## src/rtl/core/tdcp_pkg.sv

```systemverilog
// ----------------------------------------------------------------------------
// tdcp_pkg
// shared types, character codes and the power-of-ten table for the
// tagged decimal command parser
// ----------------------------------------------------------------------------
package tdcp_pkg;

  localparam int VAL_W   = 32;  // result value width
  localparam int POW_W   = 24;  // holds 10^7
  localparam int FC_W    = 3;   // fraction digit count
  localparam int TGT_W   = 3;
  localparam int CNT_W   = 5;   // one step per quotient bit

  localparam logic [7:0] CH_SEMI  = 8'h3B;  // ';'
  localparam logic [7:0] CH_SLASH = 8'h2F;  // '/'
  localparam logic [7:0] CH_POINT = 8'h2E;  // '.'
  localparam logic [7:0] CH_0     = 8'h30;
  localparam logic [7:0] CH_9     = 8'h39;
  localparam logic [7:0] CH_P     = 8'h50;
  localparam logic [7:0] CH_I     = 8'h49;
  localparam logic [7:0] CH_D     = 8'h44;
  localparam logic [7:0] CH_R     = 8'h52;
  localparam logic [7:0] CH_Q     = 8'h51;
  localparam logic [7:0] CH_Y     = 8'h59;
  localparam logic [7:0] CH_T     = 8'h54;
  localparam logic [7:0] CH_S     = 8'h53;

  localparam logic [TGT_W-1:0] TGT_P_GAIN   = 3'd0;
  localparam logic [TGT_W-1:0] TGT_I_GAIN   = 3'd1;
  localparam logic [TGT_W-1:0] TGT_D_GAIN   = 3'd2;
  localparam logic [TGT_W-1:0] TGT_ROLL     = 3'd3;
  localparam logic [TGT_W-1:0] TGT_PITCH    = 3'd4;
  localparam logic [TGT_W-1:0] TGT_YAW      = 3'd5;
  localparam logic [TGT_W-1:0] TGT_THROTTLE = 3'd6;
  localparam logic [TGT_W-1:0] TGT_STOP     = 3'd7;

  typedef struct packed {
    logic             term;   // terminator beat of a command
    logic             known;  // tag maps to a target
    logic [TGT_W-1:0] code;
  } lex_cmd_t;

  typedef struct packed {
    logic            start;
    logic            sat;
    logic [FC_W-1:0] frac_count;
  } div_req_t;

  typedef struct packed {
    logic             busy;
    logic             done;
    logic             ovf;
    logic [VAL_W-1:0] value;
  } div_rsp_t;

  function automatic logic [POW_W-1:0] pow10(input logic [FC_W-1:0] n);
    logic [POW_W-1:0] p;
    case (n)
      3'd0:    p = 24'd1;
      3'd1:    p = 24'd10;
      3'd2:    p = 24'd100;
      3'd3:    p = 24'd1000;
      3'd4:    p = 24'd10000;
      3'd5:    p = 24'd100000;
      3'd6:    p = 24'd1000000;
      default: p = 24'd10000000;
    endcase
    return p;
  endfunction

  function automatic lex_cmd_t tag_decode(input logic [7:0] t);
    lex_cmd_t c;
    c.term  = 1'b0;
    c.known = 1'b1;
    unique case (t)
      CH_P:    c.code = TGT_P_GAIN;
      CH_I:    c.code = TGT_I_GAIN;
      CH_D:    c.code = TGT_D_GAIN;
      CH_R:    c.code = TGT_ROLL;
      CH_Q:    c.code = TGT_PITCH;
      CH_Y:    c.code = TGT_YAW;
      CH_T:    c.code = TGT_THROTTLE;
      CH_S:    c.code = TGT_STOP;
      default: begin
        c.known = 1'b0;
        c.code  = TGT_P_GAIN;
      end
    endcase
    return c;
  endfunction

endpackage

```

## src/rtl/core/tagged_decimal_command_parser.sv

```systemverilog
// ----------------------------------------------------------------------------
// tagged_decimal_command_parser
// serial byte command parser producing a target code and a Q16.16 value
// ----------------------------------------------------------------------------
// A byte is taken whenever in_stall is low. A ';' that closes a command with
// a numeric tag (P I D R Q Y T) starts the shared shift-subtract divider. The
// saturation check is made on the ';' beat itself; then the 32 quotient bits
// are worked out in turn and the result moves into the output register, the
// input stalling meanwhile (an overflowing quotient skips the bit steps; an
// output stall adds to the wait). A ';' after the stop tag S loads a zero
// result, and one after an unknown tag gives nothing. The output register
// holds a finished result while further bytes are taken in.
// ----------------------------------------------------------------------------
module tagged_decimal_command_parser
  import tdcp_pkg::*;
#(
  parameter int MANT_WIDTH = 32,
  parameter int FRAC_BITS  = 16,
  parameter int MAX_FRAC   = 6
) (
  input  logic             clk,
  input  logic             rst_n,
  input  logic             in_valid,
  output logic             in_stall,
  input  logic [7:0]       in_rx_byte,
  output logic             out_valid,
  input  logic             out_stall,
  output logic [TGT_W-1:0] out_target,
  output logic [VAL_W-1:0] out_value,
  output logic             out_overflow
);

  typedef enum logic [1:0] {T_IDLE, T_DIV, T_STOP} tstate_t;

  tstate_t               state_r, state_nxt;
  logic [TGT_W-1:0]      tgt_r, tgt_nxt;
  logic                  out_valid_r, out_valid_nxt;
  logic [TGT_W-1:0]      out_target_r, out_target_nxt;
  logic [VAL_W-1:0]      out_value_r, out_value_nxt;
  logic                  out_ovf_r, out_ovf_nxt;

  logic                  beat;
  logic                  out_free;
  logic                  out_load;
  logic                  div_ack;
  lex_cmd_t              cmd;
  logic [MANT_WIDTH-1:0] mant;
  logic                  sat;
  logic [FC_W-1:0]       fc;
  div_req_t              div_req;
  div_rsp_t              div_rsp;

  assign in_stall = (state_r != T_IDLE);
  assign beat     = in_valid && !in_stall;
  assign out_free = !out_valid_r || !out_stall;

  tdcp_lexer #(
    .MANT_WIDTH (MANT_WIDTH),
    .MAX_FRAC   (MAX_FRAC)
  ) u_lexer (
    .clk    (clk),
    .rst_n  (rst_n),
    .beat_i (beat),
    .byte_i (in_rx_byte),
    .cmd_o  (cmd),
    .mant_o (mant),
    .sat_o  (sat),
    .fc_o   (fc)
  );

  always_comb begin
    div_req.start      = cmd.term && cmd.known && (cmd.code != TGT_STOP);
    div_req.sat        = sat;
    div_req.frac_count = fc;
  end

  tdcp_divider #(
    .MANT_WIDTH (MANT_WIDTH),
    .FRAC_BITS  (FRAC_BITS)
  ) u_divider (
    .clk    (clk),
    .rst_n  (rst_n),
    .req_i  (div_req),
    .mant_i (mant),
    .ack_i  (div_ack),
    .rsp_o  (div_rsp)
  );

  always_comb begin
    state_nxt      = state_r;
    tgt_nxt        = tgt_r;
    out_target_nxt = out_target_r;
    out_value_nxt  = out_value_r;
    out_ovf_nxt    = out_ovf_r;
    out_load       = 1'b0;
    div_ack        = 1'b0;
    unique case (state_r)
      T_IDLE: begin
        if (div_req.start) begin
          tgt_nxt   = cmd.code;
          state_nxt = T_DIV;
        end else if (cmd.term && cmd.known) begin
          // stop: number is ignored
          tgt_nxt = cmd.code;
          if (out_free) begin
            out_load       = 1'b1;
            out_target_nxt = cmd.code;
            out_value_nxt  = '0;
            out_ovf_nxt    = 1'b0;
          end else begin
            state_nxt = T_STOP;
          end
        end
      end
      T_DIV: begin
        if (div_rsp.done && out_free) begin
          div_ack        = 1'b1;
          out_load       = 1'b1;
          out_target_nxt = tgt_r;
          out_value_nxt  = div_rsp.value;
          out_ovf_nxt    = div_rsp.ovf;
          state_nxt      = T_IDLE;
        end
      end
      T_STOP: begin
        if (out_free) begin
          out_load       = 1'b1;
          out_target_nxt = tgt_r;
          out_value_nxt  = '0;
          out_ovf_nxt    = 1'b0;
          state_nxt      = T_IDLE;
        end
      end
      default: state_nxt = T_IDLE;
    endcase
    out_valid_nxt = out_load || (out_valid_r && out_stall);
  end

  always_ff @(posedge clk) begin
    if (!rst_n) begin
      state_r      <= T_IDLE;
      tgt_r        <= '0;
      out_valid_r  <= 1'b0;
      out_target_r <= '0;
      out_value_r  <= '0;
      out_ovf_r    <= 1'b0;
    end else begin
      state_r      <= state_nxt;
      tgt_r        <= tgt_nxt;
      out_valid_r  <= out_valid_nxt;
      out_target_r <= out_target_nxt;
      out_value_r  <= out_value_nxt;
      out_ovf_r    <= out_ovf_nxt;
    end
  end

  assign out_valid    = out_valid_r;
  assign out_target   = out_target_r;
  assign out_value    = out_value_r;
  assign out_overflow = out_ovf_r;

  a_stall_while_dividing: assert property (@(posedge clk) disable iff (!rst_n)
    div_rsp.busy |-> in_stall)
    else $error("byte accepted while divider busy");

  a_load_shows: assert property (@(posedge clk) disable iff (!rst_n)
    out_load |=> out_valid_r)
    else $error("loaded result not presented");

  a_stop_is_zero: assert property (@(posedge clk) disable iff (!rst_n)
    out_valid_r && out_target_r == TGT_STOP |-> out_value_r == '0 && !out_ovf_r)
    else $error("stop result carries a value");

  a_no_load_over_pending: assert property (@(posedge clk) disable iff (!rst_n)
    out_load |-> out_free)
    else $error("result overwrote a pending beat");

endmodule

```

## src/rtl/core/tdcp_lexer.sv

```systemverilog
// ----------------------------------------------------------------------------
// tdcp_lexer
// per-byte command state: tag capture, saturating decimal mantissa,
// fraction digit count and terminator / abort detection
// ----------------------------------------------------------------------------
module tdcp_lexer
  import tdcp_pkg::*;
#(
  parameter int MANT_WIDTH = 32,
  parameter int MAX_FRAC   = 6
) (
  input  logic                  clk,
  input  logic                  rst_n,
  input  logic                  beat_i,
  input  logic [7:0]            byte_i,
  output lex_cmd_t              cmd_o,
  output logic [MANT_WIDTH-1:0] mant_o,
  output logic                  sat_o,
  output logic [FC_W-1:0]       fc_o
);

  logic                  in_number_r, in_number_nxt;
  logic [7:0]            tag_r, tag_nxt;
  logic [MANT_WIDTH-1:0] mant_r, mant_nxt;
  logic                  sat_r, sat_nxt;
  logic                  after_point_r, after_point_nxt;
  logic [FC_W-1:0]       fc_r, fc_nxt;

  logic                  is_digit;
  logic [3:0]            digit;
  logic [MANT_WIDTH+3:0] prod;
  logic                  frac_full;
  lex_cmd_t              dec;

  assign is_digit  = (byte_i >= CH_0) && (byte_i <= CH_9);
  assign digit     = 4'(byte_i - CH_0);
  // m*10 + d as two shifts and two adds
  assign prod      = ((MANT_WIDTH+4)'(mant_r) << 3) + ((MANT_WIDTH+4)'(mant_r) << 1)
                   + (MANT_WIDTH+4)'(digit);
  assign frac_full = after_point_r && (fc_r >= FC_W'(MAX_FRAC));
  assign dec       = tag_decode(tag_r);

  always_comb begin
    cmd_o.term  = beat_i && in_number_r && (byte_i == CH_SEMI);
    cmd_o.known = dec.known;
    cmd_o.code  = dec.code;
  end

  always_comb begin
    in_number_nxt   = in_number_r;
    tag_nxt         = tag_r;
    mant_nxt        = mant_r;
    sat_nxt         = sat_r;
    after_point_nxt = after_point_r;
    fc_nxt          = fc_r;
    if (beat_i) begin
      if (!in_number_r) begin
        // any byte at all is taken as the tag
        tag_nxt         = byte_i;
        in_number_nxt   = 1'b1;
        mant_nxt        = '0;
        sat_nxt         = 1'b0;
        after_point_nxt = 1'b0;
        fc_nxt          = '0;
      end else if (byte_i == CH_SEMI || byte_i == CH_SLASH) begin
        in_number_nxt = 1'b0;
      end else if (byte_i == CH_POINT) begin
        after_point_nxt = 1'b1;
        fc_nxt          = '0;
      end else if (is_digit && !frac_full) begin
        if (prod[MANT_WIDTH+3:MANT_WIDTH] != 4'd0) begin
          mant_nxt = '1;
          sat_nxt  = 1'b1;
        end else begin
          mant_nxt = prod[MANT_WIDTH-1:0];
        end
        if (after_point_r) begin
          fc_nxt = fc_r + FC_W'(1);
        end
      end
    end
  end

  always_ff @(posedge clk) begin
    if (!rst_n) begin
      in_number_r   <= 1'b0;
      tag_r         <= '0;
      mant_r        <= '0;
      sat_r         <= 1'b0;
      after_point_r <= 1'b0;
      fc_r          <= '0;
    end else begin
      in_number_r   <= in_number_nxt;
      tag_r         <= tag_nxt;
      mant_r        <= mant_nxt;
      sat_r         <= sat_nxt;
      after_point_r <= after_point_nxt;
      fc_r          <= fc_nxt;
    end
  end

  assign mant_o = mant_r;
  assign sat_o  = sat_r;
  assign fc_o   = fc_r;

  a_fc_bound: assert property (@(posedge clk) disable iff (!rst_n)
    fc_r <= FC_W'(MAX_FRAC))
    else $error("fraction count beyond limit");

  a_fc_needs_point: assert property (@(posedge clk) disable iff (!rst_n)
    !after_point_r |-> fc_r == '0)
    else $error("fraction digits counted without a point");

  a_sat_pins_max: assert property (@(posedge clk) disable iff (!rst_n)
    sat_r |-> mant_r == '1)
    else $error("saturated mantissa not at full scale");

endmodule

```

## src/rtl/core/tdcp_divider.sv

```systemverilog
// ----------------------------------------------------------------------------
// tdcp_divider
// shift-subtract unit: mantissa * 2^FRAC_BITS / 10^n, one quotient bit a cycle,
// with a saturation check on entry
// ----------------------------------------------------------------------------
module tdcp_divider
  import tdcp_pkg::*;
#(
  parameter int MANT_WIDTH = 32,
  parameter int FRAC_BITS  = 16
) (
  input  logic                  clk,
  input  logic                  rst_n,
  input  div_req_t              req_i,
  input  logic [MANT_WIDTH-1:0] mant_i,
  input  logic                  ack_i,
  output div_rsp_t              rsp_o
);

  localparam int NXW = MANT_WIDTH + FRAC_BITS + VAL_W;

  typedef enum logic [1:0] {D_IDLE, D_RUN, D_DONE} dstate_t;

  dstate_t          state_r, state_nxt;
  logic [POW_W-1:0] p_r, p_nxt;
  logic [POW_W-1:0] rem_r, rem_nxt;
  logic [VAL_W-1:0] sh_r, sh_nxt;
  logic [CNT_W-1:0] cnt_r, cnt_nxt;
  logic             ovf_r, ovf_nxt;

  logic [POW_W-1:0] pw;
  logic [NXW-1:0]   nx;
  logic [NXW-1:0]   lim;
  logic [POW_W:0]   trial;
  logic [POW_W:0]   diff;
  logic             ge;

  assign pw    = pow10(req_i.frac_count);
  assign nx    = NXW'(mant_i) << FRAC_BITS;
  // quotient reaches 2^32 exactly when mantissa >= 10^n * 2^(32-FRAC_BITS)
  assign lim   = NXW'(pw) << (VAL_W - FRAC_BITS);
  assign trial = {rem_r, sh_r[VAL_W-1]};
  assign diff  = trial - {1'b0, p_r};
  assign ge    = (trial >= {1'b0, p_r});

  always_comb begin
    state_nxt = state_r;
    p_nxt     = p_r;
    rem_nxt   = rem_r;
    sh_nxt    = sh_r;
    cnt_nxt   = cnt_r;
    ovf_nxt   = ovf_r;
    unique case (state_r)
      D_IDLE: begin
        if (req_i.start) begin
          p_nxt = pw;
          if (NXW'(mant_i) >= lim) begin
            sh_nxt    = '1;
            ovf_nxt   = 1'b1;
            state_nxt = D_DONE;
          end else begin
            rem_nxt   = nx[VAL_W +: POW_W];
            sh_nxt    = nx[VAL_W-1:0];
            ovf_nxt   = req_i.sat;
            cnt_nxt   = CNT_W'(VAL_W - 1);
            state_nxt = D_RUN;
          end
        end
      end
      D_RUN: begin
        // dividend bits shift out the top, quotient bits shift in below
        rem_nxt = ge ? diff[POW_W-1:0] : trial[POW_W-1:0];
        sh_nxt  = {sh_r[VAL_W-2:0], ge};
        cnt_nxt = cnt_r - CNT_W'(1);
        if (cnt_r == '0) begin
          state_nxt = D_DONE;
        end
      end
      D_DONE: begin
        if (ack_i) begin
          state_nxt = D_IDLE;
        end
      end
      default: state_nxt = D_IDLE;
    endcase
  end

  always_ff @(posedge clk) begin
    if (!rst_n) begin
      state_r <= D_IDLE;
      p_r     <= '0;
      rem_r   <= '0;
      sh_r    <= '0;
      cnt_r   <= '0;
      ovf_r   <= 1'b0;
    end else begin
      state_r <= state_nxt;
      p_r     <= p_nxt;
      rem_r   <= rem_nxt;
      sh_r    <= sh_nxt;
      cnt_r   <= cnt_nxt;
      ovf_r   <= ovf_nxt;
    end
  end

  always_comb begin
    rsp_o.busy  = (state_r != D_IDLE);
    rsp_o.done  = (state_r == D_DONE);
    rsp_o.ovf   = ovf_r;
    rsp_o.value = sh_r;
  end

  a_rem_below_divisor: assert property (@(posedge clk) disable iff (!rst_n)
    state_r == D_RUN |-> rem_r < p_r)
    else $error("partial remainder not below divisor");

  a_start_when_idle: assert property (@(posedge clk) disable iff (!rst_n)
    req_i.start |-> state_r == D_IDLE)
    else $error("divide started while busy");

  a_ack_when_done: assert property (@(posedge clk) disable iff (!rst_n)
    ack_i |-> state_r == D_DONE)
    else $error("result taken before divide finished");

endmodule

```

## config.mk

```make
export PLATFORM = sky130hd
export DESIGN_NAME = tagged_decimal_command_parser
export DESIGN_NICKNAME = d
export VERILOG_FILES = /design/src/rtl/core/tdcp_pkg.sv /design/src/rtl/core/tagged_decimal_command_parser.sv /design/src/rtl/core/tdcp_lexer.sv /design/src/rtl/core/tdcp_divider.sv
export SDC_FILE = /design/constraint.sdc
export NUM_CORES = 1
export LEC_CHECK = 0
export BUFFER_PORTS_ARGS = -buffer_cell sky130_fd_sc_hd__buf_2
export CAP_MARGIN = 15
export CORE_MARGIN = 3
export CORE_UTILIZATION = 36
export DETAILED_ROUTE_END_ITERATION = 16
export PLACE_DENSITY_LB_ADDON = 0.3
export SLEW_MARGIN = 20
export SYNTH_ARGS = -nofsm -noshare
export SYNTH_HDL_FRONTEND = slang
export SYNTH_SLANG_ARGS = --single-unit
```

## constraint.sdc

```tcl
create_clock -name clk -period 3.9 [get_ports clk]
set_input_delay 0.78 -clock clk [delete_from_list [all_inputs] [get_ports clk]]
set_output_delay 0.78 -clock clk [all_outputs]
set_load 0.03 [all_outputs]
```

==> impl_results.md, run 1 <==
- Status: finished clean
- Hpwl dp: 23.5 mm
- Worst hold path type: reg2reg
- NetSw: 0.888 mW
- Post-cts resize count: 0
- Clock root cell: clkbuf_16
- DR iter-0 viols: 744
- Int Power: 2.72 mW
- Hold violation count in the final report: 0
- Top post-synthesis cells by area: dfxtp_1 (30%), ha_1 (12%), nand2_1 (6.6%)
- Reg-to-Reg Start: u_lexer.fc_o[0]$_SDFFE_PN0P_
- Most common cell after layout, fill and taps aside: nand2_1
- Synth Area per Inst: 7.87 µm²
- Vias per cell: 5.65
- Clock power frac: 0.470
- Slew HR: 0.434
- Final worst-path cycle share: 0.946
- Unique masters post-synth: 86
- Syn Inst Count: 1,418
- Switching share of total power: 0.246
- Crit path max fanout: 7
- CTS tree: built
- Hold-critical path endpoint: out_value[7]$_SDFFE_PN0P_
- Ys async rst share: 0
- RSZ-0062 raised after global routing: no
- Worst skew pair latency: 0.44 ns
- Syn-to-layout area delta: 12.1%
- Final ANT Viol Nets: 0
- Hold wc startpoint: out_value[7]$_SDFFE_PN0P_
- Routed WL: 31.2 mm
- FMAX: 271 MHz
- Initial Util: 0.371
- Synth Register Bits: 168
- Clock skew: 0.0126 ns
- Reg2reg path depth: 16
- Maximum vdd ir drop: 297 µV
- Post-synth EDFFs: 0
- Synth top area share: 0.301
- Clock Tree Buf Depth: 2
- GRT Residual Overflow: 0
- CTS sink cnt: 168
- Final #Nets: 1,574
- Worst R2R Setup Slack: 0.21 ns
- Num CTS Buffers: 17
- Setup TNS: 0 ns
- Most used DFF post-synth: dfxtp_1
- Setup violators final: 0
- Final total power: 3.61 mW
- Drc violations: 0
- Worst Tran Pin Value: 0.846 ns
- Antenna diodes: 0
- Area leader, netlist: dfxtp_1
- Critical Path End Type: flop
- Ys Warns: 0
- Initial antenna violation count: 0
- DIE HEIGHT: 182 µm
- FF-to-FF End: u_divider.rem_r[12]$_SDFFE_PN0P_
- Post-CTS Repair Setup Buffers: 0
- DRT Pass-1 Iters: 7
- First-pass GRT wire length: 51.3 mm
- Commonest non-fill, non-tap cells in the layout: nand2_1 (197), dfxtp_1 (168), a21oi_1 (143)
- Final GP Congestion: 0.926
- Sequential area share after synthesis: 0.301
- Setup CP Type: reg2reg
- Number of global-route vias before repair: 9,927
- GR Util All Layers: 0.186
- Fillers: 3,153
- Fin. max-slew vios: 0
- # port buffers: 49
- Die Area: 33,100 µm²
- CORE AREA: 30,100 µm²
- Power per Cell Area: 289 nW/µm²
- Worst hold path stage count: 2
- Vias: 10,500
- CP startpoint: u_lexer.fc_o[0]$_SDFFE_PN0P_
- Sequential share of power: 0.481
- Share of cells above drive strength 1: 0.110
- Syn_nets: 1,543
- Max-Cap Viols: 0
- WL per Instance: 16.9 µm
- Minimum clock period: 3.69 ns
- # IOs: 50
- Worst Path Arrival: 4.08 ns
- Post-Syn Area: 11,200 µm²
- Leak: 5.38 nW
- Largest net degree at the start of global routing: 53
- Power share of the combinational group: 0.049
- Startpoint types: flop
- Clk pin slew, worst setup/hold paths: 0.07 ns
- CP required: 4.29 ns
- CTS Hold Bufs: 0
- Die width: 182 µm
- H-tree depth: 4
- Site Rows: 63
==> critical path: stages (launching register included) <==
cell,delay [ns]
dfxtp_1,0.36
ha_1,0.23
ha_1,0.25
nor4_1,0.31
buf_4,0.17
inv_1,0.08
and3_1,0.17
ha_1,0.30
a211oi_1,0.29
nor2b_1,0.23
nand4_1,0.13
o21a_1,0.23
a21oi_2,0.23
buf_4,0.21
nand2_1,0.18
nor2_1,0.15
a22o_1,0.12
==> registers in the layout, summed over array words and instances, names as in the netlist, 2 cells and up <==
name,cells
out_value,32
u_divider.sh_r,32
u_lexer.mant_o,32
u_divider.rem_r,24
u_divider.p_r,16
u_lexer.tag_r,8
u_divider.cnt_r,5
out_target,3
tgt_r,3
u_lexer.fc_o,3
state_r,2
u_divider.state_r,2
==> cell usage after synthesis (15+ instances only) <==
master and count:
a21oi_1 143, clkbuf_1 62, o211ai_1 22, o21ai_0 48, ha_1 110, nor2_1 85, o221ai_1 18, inv_1 47
buf_2 19, o21ai_1 44, nand2_1 197, a31oi_1 16, mux2i_1 24, a22oi_1 20, xnor2_1 29, a21o_1 30
nand4_1 15, nor3_1 27, dfxtp_1 168, nand3_1 73
==> routing by layer <==
layer	GRT usage	vias to the layer above	wire length, µm
met1	0.250	4961	14900
met4	0.0439	0	467
met3	0.0258	37	1120
met5	0	-	0
li1	-	5238	-
met2	0.317	221	14800
==> how the worst max path moves through the flow <==
stage	to	slack (ns)	depth (start not counted)
5_1_grt	u_divider.rem_r[23]$_SDFFE_PN0P_	0.003	15
3_5_place_dp	u_lexer.mant_o[30]$_SDFFE_PN0P_	-0.05	14
3_3_place_gp	u_lexer.mant_o[30]$_SDFFE_PN0P_	-0.02	14
4_1_cts	u_divider.rem_r[11]$_SDFFE_PN0P_	0.25	16
2_1_floorplan	u_divider.rem_r[15]$_SDFFE_PN0P_	0.30	16
6_report	u_divider.rem_r[12]$_SDFFE_PN0P_	0.21	16
==> logic make-up (layout without fill, tap and decap cells) <==
group,Yosys count,in the layout,share of synthesized area
simple gates,497,497,0.210
compound gates,439,439,0.254
flops,168,168,0.301
buf+inv,132,175,0.0475
fa+ha+maj,113,113,0.129
xor+xnor,43,43,0.0338
mux,26,26,0.0236
==> per-stage QoR <==
step | utilization | hold slack [ns] | instance area (µm²) | std cells | setup WS [ns]
6_report | 0.415 | 0.450 | 12500 | 1851 | 0.210
3_3_place_gp | 0.396 | 0.438 | 11900 | 1820 | -0.0176
2_1_floorplan | - | 0.432 | 11200 | 1418 | 0.297
3_5_place_dp | 0.396 | 0.441 | 11900 | 1820 | -0.0500
5_1_grt | 0.415 | 0.466 | 12500 | 1851 | 0.00265
4_1_cts | 0.415 | 0.450 | 12500 | 1851 | 0.251
==> power by group through the flow <==
stage	clock network [mW]	registers [mW]	logic, mW
after floorplan	0	1.77	0.129
after global placement	0	1.78	0.176
after detailed placement	0	1.78	0.176
after global routing	1.80	1.74	0.198
after CTS	1.73	1.74	0.177
final	1.70	1.74	0.177
==> final cells by class <==
class	instances	area, µm²	share of cell area
Tap cell	390	488	0.0390
Clock buffer	21	470	0.0376
Clock inverter	10	110	0.00881
Multi-Input combinational cell	1118	7280	0.582
Timing Repair Buffer	96	611	0.0488
Inverter	48	181	0.0145
Sequential cell	168	3360	0.269
Power figures use the tool's default switching activity.
==> run 2, diff against run 1 <==
- CORE_ASPECT_RATIO: unset -> 0.6
- MAX_ROUTING_LAYER: unset -> met4
==> impl_results.md, run 2 (synthesized netlist as in run 1, its figures left out) <==
- Minimum clock period: 3.67 ns
- Slew HR: 0.501
- Most Frequent Cell on Critical Path: ha_1
- CTS Hold Bufs: 0
- GRT Residual Overflow: 0
- CP max stage cell: dfxtp_1
- Sequential share of power: 0.465
- Initial antenna violation count: 0
- Max-Cap Viols: 0
- Site Rows: 49
- GR Util All Layers: 0.212
- Setup violators final: 0
- CORE AREA: 30,200 µm²
- Hold violation count in the final report: 0
- GR peak layer: met1
- Switching share of total power: 0.273
- Syn-to-layout area delta: 14.0%
- Hold wc startpoint: out_value[6]$_SDFFE_PN0P_
- RSZ-0062 raised after global routing: no
- Crit path max fanout: 8
- CP startpoint: u_lexer.fc_o[0]$_SDFFE_PN0P_
- Clock root cell: clkbuf_16
- FMAX: 273 MHz
- Cell Chain, Critical Path: ha_1, ha_1, nor4_1, buf_4, inv_1, and3_1, ha_1, a211oi_1, nor2b_1, nand4_1, o21a_1, a21oi_4, nor2_2, buf_4, a22o_1
- CTS sink cnt: 168
- CTS tree: built
- Die Area: 33,200 µm²
- # IOs: 50
- Vias: 10,600
- Power share of the combinational group: 0.052
- Most common cell after layout, fill and taps aside: nand2_1
- Status: finished clean
- CP required: 4.24 ns
- CP peak stage delay: 0.36 ns
- Met2 usage: 0.279
- Final worst-path cycle share: 0.940
- Worst Path Arrival: 4.01 ns
- Die width: 233 µm
- Hpwl dp: 25.3 mm
- Drc violations: 0
- DIE HEIGHT: 142 µm
- WL per Instance: 17.7 µm
- Clk pin slew, worst setup/hold paths: 0.08 ns
- DR iter-0 viols: 998
- Startpoint types: flop
- DRT Pass-1 Iters: 5
- Setup TNS: 0 ns
- Vias per cell: 5.63
- Met1 usage: 0.320
- # port buffers: 49
- Fin. max-slew vios: 0
- First-pass GRT wire length: 54.9 mm
- Clock power frac: 0.482
- Routed WL: 33.4 mm
- Crit path max-delay family: compound AO/OA/AOI/OAI gates
- Num CTS Buffers: 17
- Worst skew pair latency: 0.46 ns
- Initial Util: 0.369
- Critical Path End Type: flop
- Fin util: 0.421
- Final ANT Viol Nets: 0
- Met3 usage in global routing: 0.0524
- Final #Nets: 1,590
- Reg-to-Reg Start: u_lexer.fc_o[0]$_SDFFE_PN0P_
- Largest net degree at the start of global routing: 62
- Final GP Congestion: 0.917
- Power per Cell Area: 293 nW/µm²
- Clock Tree Buf Depth: 2
- Int Power: 2.71 mW
- H-tree depth: 4
- Commonest non-fill, non-tap cells in the layout: nand2_1 (197), dfxtp_1 (168), a21oi_1 (143)
- Clock skew: 0.0120 ns
- Leak: 5.48 nW
- Setup CP Type: reg2reg
- Maximum vdd ir drop: 278 µV
- Worst hold path type: reg2reg
- Share of cells above drive strength 1: 0.122
- Worst R2R Setup Slack: 0.23 ns
- Worst Tran Pin Value: 0.745 ns
- Antenna diodes: 0
- NetSw: 1.02 mW
- Buf+Inv Stages, Crit Path: 3
- Number of global-route vias before repair: 10,100
[run 2: worst paths after layout]
path / endpoint / cells after the start
setup / recovery: u_divider.rem_r[12]$_SDFFE_PN0P_ / 15
hold / removal: out_value[6]$_SDFFE_PN0P_ / 2
setup reg to reg: u_divider.rem_r[12]$_SDFFE_PN0P_ / 15
hold reg to reg: out_value[6]$_SDFFE_PN0P_ / 2
[run 2: worst min-delay path: cells and delay by family, from the launching register on]
family             cells  cell delay, ns
AOI/OAI and AO/OA      1            0.05
DFF                    1            0.31
and+or+nand+nor        1            0.05
[run 2: area by class of cell]
class                           instances  area [µm²]
Multi-Input combinational cell       1118        7290
Timing Repair Buffer                  112         743
Sequential cell                       168        3360
Fill cell                            3078       17500
Tap cell                              408         510
Clock inverter                         15         205
Inverter                               48         181
Clock buffer                           17         425
[run 2: power groups by stage]
stage	Sequential (mW)	Clock (mW)	Combinational, mW
after floorplan	1.77	0	0.129
after global placement	1.78	0	0.192
after detailed placement	1.78	0	0.194
after CTS	1.74	1.83	0.195
after global routing	1.74	1.92	0.214
final	1.74	1.80	0.195
[run 2: layer usage]
metal  vias up  part of all wire
li1       5270                 -
met5         -                 0
met3        21             0.069
met2       303              0.38
met1      5021              0.54
met4         0            0.0087
[run 2: what timing repair did]
item                                    in CTS  in global routing
resized for setup                            0                  3
endpoints found under the setup margin       0                 46
setup buffers                                0                  0
hold endpoints to repair                     0                  0
[run 2: stage by stage]
step	hold slack [ns]	setup WS, ns	instances	power [mW]	area, µm²
global placement	0.438	-0.195	1854	1.97	12100
floorplan	0.432	0.297	1418	1.90	11200
detailed placement	0.441	-0.166	1854	1.97	12100
finish	0.447	0.235	1886	3.73	12700
global route	0.465	0.0373	1886	3.87	12700
CTS	0.452	0.181	1886	3.76	12700
==> run 3, diff against run 2 <==
- CORE_UTILIZATION: 36 -> 35
==> impl_results.md, run 3 (synthesized netlist as in run 1, its figures left out) <==
- Clock root cell: clkbuf_16
- Number of global-route vias before repair: 9,704
- Setup TNS: 0 ns
- CTS Hold Bufs: 0
- Num CTS Buffers: 17
- Setup violators final: 0
- CTS sink cnt: 168
- Slew HR: 0.431
- Hold violation count in the final report: 0
- Maximum vdd ir drop: 287 µV
- # IOs: 50
- DIE HEIGHT: 144 µm
- Site Rows: 49
- Cell Chain, Critical Path: buf_2, fa_1, buf_4, ha_1, a211oi_1, o21a_1, a21oi_1, o21ai_0, o2111ai_1, a21oi_1, o2111ai_2, buf_4, o21ai_1, nand2_1
- Startpoint types: primary input
- Vias per cell: 5.73
- CTS tree: built
- Non-Filler Instances: 1,886
- CP max stage cell: fa_1
- Clock skew: 0.0145 ns
- Post-cts resize count: 0
- Hpwl dp: 26.3 mm
- WL per Instance: 18.4 µm
- Fin. max-slew vios: 0
- Routed WL: 34.8 mm
- Syn-to-layout area delta: 13.3%
- Final total power: 3.60 mW
- CORE AREA: 30,700 µm²
- Clk pin slew, worst setup/hold paths: 0.07 ns
- Setup CP Type: in2reg
- Clock Tree Buf Depth: 2
- Worst hold path type: reg2reg
- Max-Cap Viols: 0
- # port buffers: 49
- Final GP Congestion: 0.938
- Share of cells above drive strength 1: 0.121
- Worst skew pair latency: 0.45 ns
- First-pass GRT wire length: 55.1 mm
- CP peak stage delay: 0.49 ns
- Commonest non-fill, non-tap cells in the layout: nand2_1 (197), dfxtp_1 (168), a21oi_1 (143)
- Worst Tran Pin Value: 0.854 ns
- Leak: 5.45 nW
- Final worst-path cycle share: 0.953
- Final #Nets: 1,589
- Status: finished clean
- Drc violations: 0
- Post-CTS Repair Setup Buffers: 0
- FMAX: 269 MHz
- Largest net degree at the start of global routing: 78
- Fin area: 12,600 µm²
- Fillers: 3,182
- Minimum clock period: 3.71 ns
- Die Area: 34,100 µm²
- Multi-input gate area: 7290 µm²
- Most common cell after layout, fill and taps aside: nand2_1
- Final ANT Viol Nets: 0
- Crit path max fanout: 14
- H-tree depth: 4
- Initial antenna violation count: 2
- CP required: 4.24 ns
- Worst Path Arrival: 4.05 ns
- Critical Path End Type: flop
- Power per Cell Area: 285 nW/µm²
- Die width: 236 µm
- Placement Cell Area: 12,100 µm²
- GRT Residual Overflow: 0
- Register area: 3360 µm²
- WHS: 0.447 ns
- Initial Util: 0.364
- DRT Pass-1 Iters: 5
- Vias: 10,800
- DR iter-0 viols: 972
- Placed Cells: 1,853
- GR Util All Layers: 0.208
- RSZ-0062 raised after global routing: no
[run 3: layer usage]
layer  share of wire  vias up  global-route usage
li1                -     5283                   -
met1            0.54     5145               0.328
met2            0.37      371               0.263
met3           0.082       15              0.0501
met4          0.0056        0              0.0302
met5               0        -                   -
[run 3: worst max-delay path: cells and delay by family]
family	cells	cell delay, ns
compound gates	8	1.88
fa+ha+maj	2	0.78
buf+inv	3	0.54
simple gates	1	0.07
[run 3: power breakdown]
part	internal, mW	leakage (nW)	total (mW)	switching, mW
Clock	0.904	0.277	1.67	0.769
Sequential	1.72	1.35	1.74	0.0120
Combinational	0.0559	3.82	0.194	0.138
Total	2.68	5.45	3.60	0.919
[run 3: final timing paths]
path	slack [ns]	depth (start not counted)	endpoint	startpoint
setup / recovery	0.19	14	u_lexer.mant_o[2]$_SDFFE_PN0P_	in_rx_byte[3]
hold / removal	0.45	2	out_value[11]$_SDFFE_PN0P_	out_value[11]$_SDFFE_PN0P_
setup reg to reg	0.21	13	u_lexer.mant_o[2]$_SDFFE_PN0P_	u_lexer.mant_o[2]$_SDFFE_PN0P_
hold reg to reg	0.45	2	out_value[11]$_SDFFE_PN0P_	out_value[11]$_SDFFE_PN0P_
[run 3: cell type report]
cell class	count	share of cell area
Multi-Input combinational cell	1118	0.576
Timing Repair Buffer	111	0.0582
Clock inverter	12	0.00940
Tap cell	408	0.0404
Clock buffer	19	0.0350
Inverter	48	0.0143
Sequential cell	168	0.266
Antenna cell	2	0.000396
[run 3: per-stage QoR]
stage               setup slack [ns]  utilization
floorplan                      0.297            -
global placement             -0.0571        0.394
detailed placement            -0.164        0.394
CTS                           0.0619        0.412
global route                  0.0104        0.412
finish                         0.185        0.412
